==> config.mk <==
export PLATFORM = sky130hd
export DESIGN_NAME = two_sensor_motion_direction_top_flat
export DESIGN_NICKNAME = d
export VERILOG_FILES = /design/src/rtl/core/mdir_pkg.sv /design/src/rtl/core/mdir_if.sv /design/src/rtl/core/mdir_lane.sv /design/src/rtl/core/mdir_merge.sv /design/src/rtl/core/two_sensor_motion_direction_top.sv /design/src/flat_wrapper.sv
export SDC_FILE = /design/constraint.sdc
export NUM_CORES = 1
export LEC_CHECK = 0
export ABC_CLOCK_PERIOD_IN_PS = 7800
export BUFFER_PORTS_ARGS = -buffer_cell sky130_fd_sc_hd__clkbuf_2
export CAP_MARGIN = 10
export CORE_MARGIN = 8
export CORE_UTILIZATION = 55
export CTS_CLUSTER_SIZE = 8
export DETAILED_ROUTE_END_ITERATION = 8
export HOLD_SLACK_MARGIN = 0.1
export MAX_ROUTING_LAYER = met4
export PLACE_DENSITY_LB_ADDON = 0.25
export SLEW_MARGIN = 25
export SYNTH_ARGS = -nofsm -noshare
export SYNTH_HDL_FRONTEND = slang
export SYNTH_SLANG_ARGS = --single-unit
==> constraint.sdc <==
create_clock -name clk -period 7.8 [get_ports clk]
set_clock_uncertainty 0.05 [all_clocks]
set_input_delay 0 -clock clk [delete_from_list [all_inputs] [get_ports clk]]
set_output_delay 0 -clock clk [all_outputs]
set_load 0.01 [all_outputs]
==> src/rtl/core/mdir_pkg.sv <==
// ----------------------------------------------------------------------------
// mdir_pkg
// Shared constants and types of the two-sensor motion direction detector.
// ----------------------------------------------------------------------------
package mdir_pkg;

	localparam int HISTORY_DEPTH = 8;
	localparam int SAMPLE_BITS   = 12;
	localparam int THRESH_BITS   = 12;
	localparam int CMP_BITS      = (SAMPLE_BITS > THRESH_BITS) ? SAMPLE_BITS : THRESH_BITS;
	localparam int CNT_BITS      = $clog2(HISTORY_DEPTH);
	localparam int DIR_BITS      = 2;

	localparam logic [THRESH_BITS-1:0] THRESH_RESET = THRESH_BITS'(2);

	localparam logic [DIR_BITS-1:0] DIR_NONE  = 2'd0;
	localparam logic [DIR_BITS-1:0] DIR_RIGHT = 2'd1;
	localparam logic [DIR_BITS-1:0] DIR_LEFT  = 2'd2;

	typedef logic [SAMPLE_BITS-1:0] sample_t;

	typedef enum logic [1:0] {
		TREND_NEUTRAL,
		TREND_UP,
		TREND_DOWN
	} trend_t;

	// Pipeline enables that the top level hands to each lane.
	typedef struct packed {
		logic accept;
		logic load_s2;
	} lane_ctl_t;

	// What a lane reports for the item in its second stage.
	typedef struct packed {
		trend_t trend;
		logic   full;
	} lane_res_t;

endpackage

==> src/rtl/core/mdir_if.sv <==
// ----------------------------------------------------------------------------
// Channel interfaces
// Valid/ready channels for sample pairs, direction results and threshold writes.
// ----------------------------------------------------------------------------
interface mdir_in_if;
	import mdir_pkg::*;
	logic    valid;
	logic    ready;
	sample_t left_sample;
	sample_t right_sample;
	modport source (output valid, output left_sample, output right_sample, input ready);
	modport sink   (input valid, input left_sample, input right_sample, output ready);
endinterface

interface mdir_out_if;
	import mdir_pkg::*;
	logic                valid;
	logic                ready;
	logic [DIR_BITS-1:0] direction;
	modport source (output valid, output direction, input ready);
	modport sink   (input valid, input direction, output ready);
endinterface

interface mdir_cfg_if;
	import mdir_pkg::*;
	logic                   valid;
	logic                   ready;
	logic [THRESH_BITS-1:0] still_threshold;
	modport source (output valid, output still_threshold, input ready);
	modport sink   (input valid, input still_threshold, output ready);
endinterface

==> src/rtl/core/mdir_lane.sv <==
// ----------------------------------------------------------------------------
// mdir_lane
// One detector side: change gate, history shift register and trend count.
// ----------------------------------------------------------------------------
module mdir_lane (
	input  logic                            clk,
	input  logic                            arst_n,
	input  mdir_pkg::lane_ctl_t             ctl,
	input  mdir_pkg::sample_t               sample,
	input  logic [mdir_pkg::THRESH_BITS-1:0] threshold,
	output mdir_pkg::lane_res_t             res
);
	import mdir_pkg::*;

	sample_t                   prev_q;
	sample_t                   hist_q [HISTORY_DEPTH];
	sample_t                   mag;
	logic                      moved;
	logic [HISTORY_DEPTH-1:1]  rise_d, fall_d;
	logic [HISTORY_DEPTH-1:1]  rise_s2, fall_s2;
	logic                      full_d, full_s2;
	logic                      run;
	logic [CNT_BITS-1:0]       rise_cnt, fall_cnt;

	assign mag   = (sample >= prev_q) ? (sample - prev_q) : (prev_q - sample);
	assign moved = (mag != '0) && (CMP_BITS'(mag) >= CMP_BITS'(threshold));

	always_ff @(posedge clk or negedge arst_n) begin
		if (!arst_n) begin
			prev_q <= '0;
			for (int i = 0; i < HISTORY_DEPTH; i++) hist_q[i] <= '0;
		end else if (ctl.accept) begin
			prev_q <= sample;
			if (moved) begin
				hist_q[0] <= sample;
				for (int i = 1; i < HISTORY_DEPTH; i++) hist_q[i] <= hist_q[i-1];
			end else begin
				for (int i = 0; i < HISTORY_DEPTH; i++) hist_q[i] <= '0;
			end
		end
	end

	// Neighbor compares over the leading run of occupied entries, starting at entry 1.
	always_comb begin
		run    = 1'b1;
		full_d = (hist_q[0] != '0);
		for (int i = 1; i < HISTORY_DEPTH; i++) begin
			run       = run && (hist_q[i] != '0);
			full_d    = full_d && (hist_q[i] != '0);
			rise_d[i] = run && (hist_q[i] < hist_q[i-1]);
			fall_d[i] = run && (hist_q[i] > hist_q[i-1]);
		end
	end

	always_ff @(posedge clk) begin
		if (ctl.load_s2) begin
			rise_s2 <= rise_d;
			fall_s2 <= fall_d;
			full_s2 <= full_d;
		end
	end

	always_comb begin
		rise_cnt = '0;
		fall_cnt = '0;
		for (int i = 1; i < HISTORY_DEPTH; i++) begin
			rise_cnt = rise_cnt + CNT_BITS'(rise_s2[i]);
			fall_cnt = fall_cnt + CNT_BITS'(fall_s2[i]);
		end
		res.full = full_s2;
		if (rise_cnt > fall_cnt)       res.trend = TREND_UP;
		else if (rise_cnt == fall_cnt) res.trend = TREND_NEUTRAL;
		else                           res.trend = TREND_DOWN;
	end

endmodule

==> src/rtl/core/mdir_merge.sv <==
// ----------------------------------------------------------------------------
// mdir_merge
// Combines the two side trends into one direction code.
// ----------------------------------------------------------------------------
module mdir_merge (
	input  mdir_pkg::lane_res_t              left_res,
	input  mdir_pkg::lane_res_t              right_res,
	output logic [mdir_pkg::DIR_BITS-1:0]    direction
);
	import mdir_pkg::*;

	always_comb begin
		direction = DIR_NONE;
		if (left_res.full || right_res.full) begin
			if (right_res.trend == TREND_UP || left_res.trend == TREND_DOWN) begin
				direction = DIR_RIGHT;
			end else if (right_res.trend == TREND_DOWN || left_res.trend == TREND_UP) begin
				direction = DIR_LEFT;
			end
		end
	end

endmodule

==> src/rtl/core/two_sensor_motion_direction_top.sv <==
// ----------------------------------------------------------------------------
// two_sensor_motion_direction_top
// Motion direction from a stream of left/right detector sample pairs.
// ----------------------------------------------------------------------------
// Each sample-pair transaction yields exactly one direction transaction, in
// order. The block takes one transaction per cycle unless the pipeline is
// full behind a stalled consumer. An accepted pair first updates each side's
// history register; the neighbor compares of both histories are then
// registered, and from those registers the rises and falls are counted, the
// two trends merged and the output register loaded, which makes the result
// valid. Throughput is set by the history update of each lane. The three
// stages hold up to three items, so the block keeps accepting while a
// finished result waits on a stalled consumer until the pipeline is full.
// The threshold register resets to 2 and may be written at any time the
// block is idle; its write channel is always ready.
module two_sensor_motion_direction_top (
	input  logic        clk,
	input  logic        arst_n,
	mdir_in_if.sink     samples,
	mdir_out_if.source  result,
	mdir_cfg_if.sink    cfg
);
	import mdir_pkg::*;

	logic [THRESH_BITS-1:0] thresh_q;
	logic                   valid_s1, valid_s2;
	logic                   out_valid_q;
	logic [DIR_BITS-1:0]    out_dir_q;
	logic                   ld_out, ld_s2, ld_s1, accept;
	lane_ctl_t              lane_ctl;
	lane_res_t              left_res, right_res;
	logic [DIR_BITS-1:0]    direction;

	// Threshold register; a write is always taken at once.
	assign cfg.ready = 1'b1;

	always_ff @(posedge clk or negedge arst_n) begin
		if (!arst_n) begin
			thresh_q <= THRESH_RESET;
		end else if (cfg.valid) begin
			thresh_q <= cfg.still_threshold;
		end
	end

	// Each stage loads when it is empty or its contents move on downstream.
	// Stage one is the history register itself, which stays frozen while
	// stage one holds an item that cannot advance.
	assign ld_out = !out_valid_q || result.ready;
	assign ld_s2  = !valid_s2 || ld_out;
	assign ld_s1  = !valid_s1 || ld_s2;
	assign samples.ready = ld_s1;
	assign accept = samples.valid && ld_s1;

	assign lane_ctl.accept  = accept;
	assign lane_ctl.load_s2 = ld_s2 && valid_s1;

	always_ff @(posedge clk or negedge arst_n) begin
		if (!arst_n) begin
			valid_s1    <= 1'b0;
			valid_s2    <= 1'b0;
			out_valid_q <= 1'b0;
		end else begin
			if (ld_s1)  valid_s1    <= samples.valid;
			if (ld_s2)  valid_s2    <= valid_s1;
			if (ld_out) out_valid_q <= valid_s2;
		end
	end

	always_ff @(posedge clk) begin
		if (ld_out && valid_s2) begin
			out_dir_q <= direction;
		end
	end

	// The two sides run as identical lanes.
	mdir_lane u_left (
		.clk       (clk),
		.arst_n    (arst_n),
		.ctl       (lane_ctl),
		.sample    (samples.left_sample),
		.threshold (thresh_q),
		.res       (left_res)
	);

	mdir_lane u_right (
		.clk       (clk),
		.arst_n    (arst_n),
		.ctl       (lane_ctl),
		.sample    (samples.right_sample),
		.threshold (thresh_q),
		.res       (right_res)
	);

	mdir_merge u_merge (
		.left_res  (left_res),
		.right_res (right_res),
		.direction (direction)
	);

	assign result.valid     = out_valid_q;
	assign result.direction = out_dir_q;

`ifndef SYNTHESIS
	// An empty first stage never blocks a new sample transaction.
	a_ready_when_s1_empty: assert property (@(posedge clk) disable iff (!arst_n)
		!valid_s1 |-> samples.ready)
		else $error("input stalled with empty first stage");

	// A stalled second stage keeps its item.
	a_s2_holds: assert property (@(posedge clk) disable iff (!arst_n)
		(valid_s2 && !ld_out) |=> valid_s2)
		else $error("second stage lost an item while stalled");

	// The merge never produces the unused direction code.
	a_dir_code: assert property (@(posedge clk) disable iff (!arst_n)
		out_valid_q |-> (out_dir_q == DIR_NONE || out_dir_q == DIR_RIGHT
			|| out_dir_q == DIR_LEFT))
		else $error("invalid direction code");

	// A result taken with nothing behind it leaves the output empty.
	a_out_drains: assert property (@(posedge clk) disable iff (!arst_n)
		(out_valid_q && result.ready && !valid_s2) |=> !out_valid_q)
		else $error("output repeated a result");
`endif

endmodule

==> src/flat_wrapper.sv <==
// flat-port wrapper written by rule: the top's interface ports become plain ports
module two_sensor_motion_direction_top_flat import mdir_pkg::*;
  (clk, arst_n, samples_valid, samples_left_sample, samples_right_sample, samples_ready, result_valid, result_direction, result_ready, cfg_valid, cfg_still_threshold, cfg_ready);
  mdir_in_if samples_i ();
  mdir_out_if result_i ();
  mdir_cfg_if cfg_i ();
  input  logic clk;
  input  logic arst_n;
  input wire logic [$bits(samples_i.valid)-1:0] samples_valid;
  input wire logic [$bits(samples_i.left_sample)-1:0] samples_left_sample;
  input wire logic [$bits(samples_i.right_sample)-1:0] samples_right_sample;
  output wire logic [$bits(samples_i.ready)-1:0] samples_ready;
  output wire logic [$bits(result_i.valid)-1:0] result_valid;
  output wire logic [$bits(result_i.direction)-1:0] result_direction;
  input wire logic [$bits(result_i.ready)-1:0] result_ready;
  input wire logic [$bits(cfg_i.valid)-1:0] cfg_valid;
  input wire logic [$bits(cfg_i.still_threshold)-1:0] cfg_still_threshold;
  output wire logic [$bits(cfg_i.ready)-1:0] cfg_ready;
  assign samples_i.valid = samples_valid;
  assign samples_i.left_sample = samples_left_sample;
  assign samples_i.right_sample = samples_right_sample;
  assign samples_ready = samples_i.ready;
  assign result_valid = result_i.valid;
  assign result_direction = result_i.direction;
  assign result_i.ready = result_ready;
  assign cfg_i.valid = cfg_valid;
  assign cfg_i.still_threshold = cfg_still_threshold;
  assign cfg_ready = cfg_i.ready;
  two_sensor_motion_direction_top u_core (.clk(clk), .arst_n(arst_n), .samples(samples_i), .result(result_i), .cfg(cfg_i));
endmodule
==> results.py, run 1 <==
metrics = {
    "clock_network": {
        "cts.sinks": 263,
        "cts-htree-levels": 2,
        "clk_pin_slew_worst_paths_ns": 0.05,
        "clock_latency_ns": 0.53,
        "clockRootBuffer": "clkbuf_16",
        "numCtsBuffers": 38,
        "cts_tree": "built",
        "cts_buffer_depth": 3,
        "ctsResizeCount": 0,
    },
    "detailed_routing": {
        "wl_um": 44500,
        "wl_met3_um": 1530,
        "final_antenna_net_count": 0,
        "met2_length_um": 21700,
        "firstDrtPassIters": 5,
        "met1_length_um": 19900,
        "topRoutingLayerUsed": "met4",
        "drtIter0Drc": 889,
        "drc": 0,
        "vias": 14400,
        "routedWlPerCell_um": 18.4,
        "vias_per_cell": 5.95,
    },
    "critical_path": {
        "rr_endpoint": "u_core.u_left.hist_q[0]",
        "critPathRequiredTime_ns": 8.21,
        "path_class": "reg -> reg",
        "startpoint_type": "register",
        "reg2reg_slack_ns": 2.55,
        "cp_data_arrival_time_ns": 5.65,
        "rr_startpoint": "u_core.u_left.prev_q[0]",
        "cp-end-kind": "register",
        "worstPathMaxFanout": 94,
        "r2r_cells": 21,
    },
    "timing": {
        "grt_setup_unrepaired": "false",
        "fmax_mhz": 191,
        "finalHoldViolCount": 0,
        "period_needed_ns": 5.25,
        "slew_headroom_pct": 32.4,
        "setup_viol": 0,
        "worst_pin_slew_ns": 1.01,
        "period_share_pct": 67.3,
        "maxSlewViolCount": 0,
        "tns_ns": 0,
        "finalWorstSetupSlack_ns": 2.55,
    },
    "synthesis": {
        "syn_area_um2": 18200,
        "yosysTopAreaCell": "dfrtp_1",
        "yosys-top-cells-area": "dfrtp_1 (32%), ha_1 (17%), inv_1 (5.9%), edfxtp_1 (5.3%), a22o_1 (5.2%)",
        "avgSynthCellArea_um2": 9.63,
        "synth_edf_count": 32,
        "yosys.cell_types.count": 66,
        "synth_top_area_share_pct": 31.7,
        "yosysWarnings": 0,
        "synthTopCellsByCount": "inv_1 (284), ha_1 (244), dfrtp_1 (230), nor2_1 (137), a22o_1 (108)",
        "syn_inst": 1885,
        "yosysMostFrequentCell": "inv_1",
        "synthesis.nets": 2190,
        "ys_ff_latch": 263,
        "async_reset_ff_share_pct": 87.8,
        "synth-seq-area-share_pct": 37.1,
        "synthFlopType": "dfrtp_1",
    },
    "placement": {
        "dpl.hpwl_um": 30600,
        "place_congestion": 0.897,
        "io_buffers": 44,
        "place_ws_ns": 2.47,
    },
    "global_route": {
        "grt_max_degree": 113,
        "antenna_found_initial": 1,
        "grt_overflow": 0,
        "grt_pass1_wl_um": 74400,
        "grt_pass1_vias": 14900,
        "track_usage_pct": 23.6,
    },
    "floorplanning": {
        "die_h_um": 198,
        "dieWidth_um": 198,
        "core_um2": 32500,
        "start_util_pct": 55.8,
        "die_area_um2": 39100,
        "rows": 66,
        "ios": 46,
    },
    "job": {
        "max_cap_violations": 0,
    },
    "cells_and_area": {
        "utilization_pct": 62.5,
        "nets": 2258,
        "syn_to_final_growth_pct": 12.1,
        "drive_gt1_share_pct": 6.40,
    },
    "status": {
        "outcome": "complete, no violations",
    },
    "power_and_ir_drop": {
        "p_leak_nw": 10.6,
        "peakVddDrop_mv": 0.238,
        "p_per_area_nw_per_um2": 310,
    },
    "hold_path": {
        "min_path_type": "in -> async",
    },
}
==> repair_timing <==
item,CTS,global route
hold endpoints to repair,175,0
endpoints found under the setup margin,0,0
buffers inserted,0,0
hold buffers,62,0
==> how the worst max path moves through the flow <==
stage | startpoint | endpoint | slack, ns | cells after the start
after floorplan | u_core.u_left.prev_q[0] | u_core.u_left.hist_q[52] | 3.60 | 22
after detailed placement | u_core.u_left.prev_q[0] | u_core.u_left.hist_q[4] | 2.47 | 21
after global routing | u_core.u_left.prev_q[0] | u_core.u_left.hist_q[83] | 2.20 | 21
final | u_core.u_left.prev_q[0] | u_core.u_left.hist_q[0] | 2.55 | 21
after global placement | u_core.u_left.prev_q[0] | u_core.u_left.hist_q[14] | 2.62 | 21
after CTS | u_core.u_left.prev_q[0] | u_core.u_left.hist_q[83] | 2.45 | 21
==> flip-flops by register name (all words and copies together), names as in the netlist <==
| signal | flops |
|---|---|
| u_core.result.direction | 2 |
| u_core.u_left.hist_q | 96 |
| u_core.result.valid | 1 |
| u_core.u_right.rise_s2 | 7 |
| u_core.u_left.rise_s2 | 7 |
| u_core.u_left.prev_q | 12 |
| u_core.u_right.hist_q | 96 |
| u_core.u_left.fall_s2 | 7 |
| u_core.u_right.prev_q | 12 |
| u_core.u_right.full_s2 | 1 |
| u_core.valid_s1 | 1 |
| u_core.valid_s2 | 1 |
| u_core.u_left.full_s2 | 1 |
| u_core.u_right.fall_s2 | 7 |
| u_core.thresh_q | 12 |
==> critical path, stage by stage (launching register included) <==
cell and delay, ns:
dfrtp_1 0.35, ha_1 0.17, inv_1 0.07, fa_1 0.44, a21oi_1 0.23, o21ai_0 0.17
a41oi_1 0.42, nand2_1 0.37, nor2_1 0.19, a22oi_1 0.12, xnor2_1 0.30, inv_1 0.08
ha_1 0.29, o21a_1 0.13, o21a_1 0.11, o21a_1 0.10, o21ai_0 0.10, a31o_2 0.29
o31a_1 0.13, a31oi_4 0.20, buf_6 0.59, a22o_1 0.25
==> where the power goes <==
part | internal [W] | switching [W]
sequential | 0.00165 | 0.000260
clock | 0.000912 | 0.000608
combinational | 0.00126 | 0.00162
total | 0.00382 | 0.00249
==> placed cells by master, fill, tap and decap left out, types with 9 or more instances in the layout <==
cell,n
nor3b_1,13
nor2_1,137
a221o_1,9
o211ai_1,11
mux2i_1,12
dlygate4sd3_1,62
edfxtp_1,32
ha_1,244
a22o_1,108
nand2_1,62
inv_1,284
o21ai_0,82
dfrtp_1,230
clkbuf_16,39
a21o_1,72
and3_1,22
nand2b_1,25
xnor2_1,17
nor2b_1,22
a211oi_1,10
clkbuf_2,43
a41o_1,85
a21oi_1,64
nor4_1,59
nand3_1,22
clkbuf_1,16
xor2_1,13
a31oi_1,9
nand4_1,32
a31o_2,14
fa_1,20
==> through the flow <==
stage,hold WS (ns),power [W],area (um2),cells
after floorplan,-0.346,0.00400,18200,1885
after global placement,0.0980,0.00465,18700,2293
after detailed placement,0.0981,0.00475,18700,2293
after CTS,0.149,0.00633,20300,2412
after global routing,0.197,0.00681,20400,2413
final,0.0652,0.00631,20400,2413
==> routing by layer <==
layer / vias to the layer above / global-route usage (%)
li1: 6960 / -
met1: 7001 / 29.6
met2: 303 / 39.2
met3: 100 / 2.95
met4: 0 / 8.05
met5: - / -
==> final cells by class <==
type | instances | area, um2
fill | 2698 | 12200
inverter | 284 | 1070
timing repair buffer | 115 | 930
tap | 442 | 553
clock buffer | 55 | 1040
sequential | 263 | 6740
multi-input combinational | 1251 | 9990
clock inverter | 2 | 28.8
antenna | 1 | 2.50
==> kinds of logic after synthesis <==
kind of cell	share of synthesized area [%]
compound gates	21.6
xor+xnor	1.45
fa+ha+maj	19.0
buf+inv	8.05
flops	37.1
mux	0.847
other cells	0.0206
simple gates	11.9
Power figures use the tool's default switching activity.
==> run 2, diff against run 1 <==
--- a/config.mk
+++ b/config.mk
@@ -5,7 +5,7 @@
 export SDC_FILE = /design/constraint.sdc
 export NUM_CORES = 1
 export LEC_CHECK = 0
-export ABC_CLOCK_PERIOD_IN_PS = 7800
+export ABC_CLOCK_PERIOD_IN_PS = 4500
 export BUFFER_PORTS_ARGS = -buffer_cell sky130_fd_sc_hd__clkbuf_2
 export CAP_MARGIN = 10
 export CORE_MARGIN = 8
==> constraint.sdc (replaced) <==
create_clock -name clk -period 4.5 [get_ports clk]
set_clock_uncertainty 0.05 [all_clocks]
set_input_delay 0 -clock clk [delete_from_list [all_inputs] [get_ports clk]]
set_output_delay 0 -clock clk [all_outputs]
set_load 0.01 [all_outputs]
==> run 2 against run 1 <==
  * First-iteration DRC count rose by 20%
  * Routed wire length rose by 4.7%
  * Hold slack gained 0.0019 ns
  * Utilization rose by 1.2 points
  * Critical path type unchanged
  * Highest routed layer unchanged
==> results.py, run 2 (synthesis gave the netlist of run 1 again) <==
metrics = {
    "floorplanning": {
        "die_area_um2": 39100,
        "rows": 66,
        "start_util_pct": 55.8,
        "die_h_um": 198,
        "core_um2": 32500,
        "dieWidth_um": 198,
        "ios": 46,
    },
    "cells_and_area": {
        "largestRegisters": "u_core.u_left.hist_q (96), u_core.u_right.hist_q (96)",
        "final_cell_mix": "inv_1 (284), ha_1 (240), dfrtp_1 (230), nor2_1 (137), a22o_1 (108)",
        "fin_cells": 2439,
        "drive_gt1_share_pct": 8.41,
        "stdcell_area_um2": 20700,
        "syn_to_final_growth_pct": 14.2,
        "nets": 2284,
        "utilization_pct": 63.7,
        "n_antenna_cell": 0,
        "final_common_cell": "inv_1",
    },
    "global_route": {
        "grt-busiest-layer": "met2",
        "grt_use_met1_pct": 30.2,
        "met2_usage_pct": 38.9,
        "grt_pass1_wl_um": 75000,
        "grt.met3_usage_pct": 3.48,
        "grt_overflow": 0,
        "grt_pass1_vias": 14900,
        "antenna_found_initial": 1,
        "grt_max_degree": 229,
        "track_usage_pct": 23.8,
    },
    "critical_path": {
        "rr_endpoint": "u_core.u_right.hist_q[50]",
        "critPathSlowestCell": "or4_1",
        "worstPathMaxFanout": 14,
        "slowest_delay_ns": 0.52,
        "reg2reg_slack_ns": 0.23,
        "rr_startpoint": "u_core.u_right.prev_q[0]",
        "r2r_cells": 17,
        "path_class": "reg -> reg",
        "critPathMostFrequentCell": "ha_1",
        "critPathRequiredTime_ns": 4.86,
        "startpoint_type": "register",
        "cp_data_arrival_time_ns": 4.64,
        "crit_path_cell_trace": "ha_1 -> inv_1 -> fa_1 -> a21o_1 -> a31oi_1 -> o32a_4 -> nand2_4 -> a211oi_1 -> a21oi_1 -> xor2_1 -> ha_1 -> or4_1 -> a21oi_2 -> o21ai_4 -> a31o_4 -> buf_4 -> a41o_1",
        "cp-end-kind": "register",
    },
    "clock_network": {
        "cts-htree-levels": 2,
        "cts_buffer_depth": 3,
        "clk_pin_slew_worst_paths_ns": 0.05,
        "numCtsBuffers": 38,
        "cts.sinks": 263,
        "cts_tree": "built",
        "clockRootBuffer": "clkbuf_16",
        "clock_latency_ns": 0.53,
    },
    "job": {
        "max_cap_violations": 0,
    },
    "timing": {
        "finalWorstSetupSlack_ns": 0.226,
        "finalHoldViolCount": 0,
        "period_needed_ns": 4.27,
        "worst_pin_slew_ns": 0.931,
        "tns_ns": 0,
        "slew_headroom_pct": 37.9,
        "setup_viol": 0,
        "fmax_mhz": 234,
        "maxSlewViolCount": 0,
        "period_share_pct": 95.0,
    },
    "detailed_routing": {
        "vias_per_cell": 6.03,
        "firstDrtPassIters": 5,
        "drc": 0,
        "vias": 14700,
        "routedWlPerCell_um": 19.1,
        "final_antenna_net_count": 0,
        "drtIter0Drc": 1068,
        "wl_um": 46600,
    },
    "hold_path": {
        "min_path_type": "in -> async",
    },
    "placement": {
        "placedCellCount": 2310,
        "place_area_um2": 18800,
        "dpl.hpwl_um": 31100,
        "io_buffers": 44,
        "place_congestion": 0.931,
        "place_ws_ns": 0.0793,
    },
    "power_and_ir_drop": {
        "p_leak_nw": 10.8,
        "peakVddDrop_mv": 0.327,
        "p_per_area_nw_per_um2": 547,
    },
    "status": {
        "outcome": "complete, no violations",
    },
}
## run 2: cell types whose count changed in the layout (fill, tap and decap cells not counted), moves of 2 or more
cell,change
a21oi_1,-5
buf_12,+6
ha_1,-4
fa_2,+2
fa_1,-2
o2111ai_2,+2
a31o_4,+2
o2111ai_1,-2
ha_2,+4
buf_4,+15
a21oi_2,+5
o21ai_0,-3
## run 2: timing repair
action                                  in CTS  in global routing
gates resized for setup                      0                 26
hold endpoints to repair                   164                  0
endpoints found under the setup margin       0                192
hold buffers                                63                  0
buffers inserted                             0                  1
## run 2: metrics by stage
| stage | power (W) | hold slack, ns |
|---|---|---|
| floorplan | 0.00693 | -0.346 |
| global route | 0.0122 | 0.144 |
| finish | 0.0113 | 0.0671 |
| detailed placement | 0.00834 | 0.0645 |
| global placement | 0.00815 | 0.0583 |
| CTS | 0.0110 | 0.102 |
## run 2: how the worst max path moves through the flow
stage	startpoint	to	slack [ns]	cells after the start
global route	u_core.u_left.prev_q[0]	u_core.u_left.hist_q[54]	-0.03	22
floorplan	u_core.u_left.prev_q[0]	u_core.u_left.hist_q[52]	0.30	22
finish	u_core.u_right.prev_q[0]	u_core.u_right.hist_q[50]	0.23	17
CTS	u_core.u_right.prev_q[0]	u_core.u_right.hist_q[50]	0.04	18
detailed placement	u_core.u_right.prev_q[0]	u_core.u_right.hist_q[50]	0.08	18
global placement	u_core.u_right.prev_q[0]	u_core.u_right.hist_q[42]	0.17	18
## run 2: critical path: cells and delay by family (launching register included)
kind | cells | cell delay, ns
DFF | 1 | 0.35
xor gates and xnor gates | 1 | 0.17
adders and majority gates | 3 | 0.86
and+or+nand+nor | 2 | 0.63
AOI/OAI and AO/OA | 9 | 1.80
buffers and inverters | 2 | 0.27
## run 2: per-layer routing
layer  part of all wire [%]  up-vias
met2                     48      374
li1                       -     7025
met4                    2.9        0
met5                      0        -
met1                     44     7211
met3                    4.9      107
## run 2: area by class of cell
cell class | count | area (um2)
fill | 2686 | 11800
tap | 442 | 553
clock inverter | 3 | 33.8
inverter | 284 | 1070
sequential | 263 | 6740
clock buffer | 55 | 1010
multi-input combinational | 1254 | 10100
timing repair buffer | 138 | 1210
## run 2: power by group
part	total [W]	internal (W)	switching, W
Sequential	0.00333	0.00287	0.000459
Combinational	0.00541	0.00241	0.00300
Clock	0.00260	0.00155	0.00105
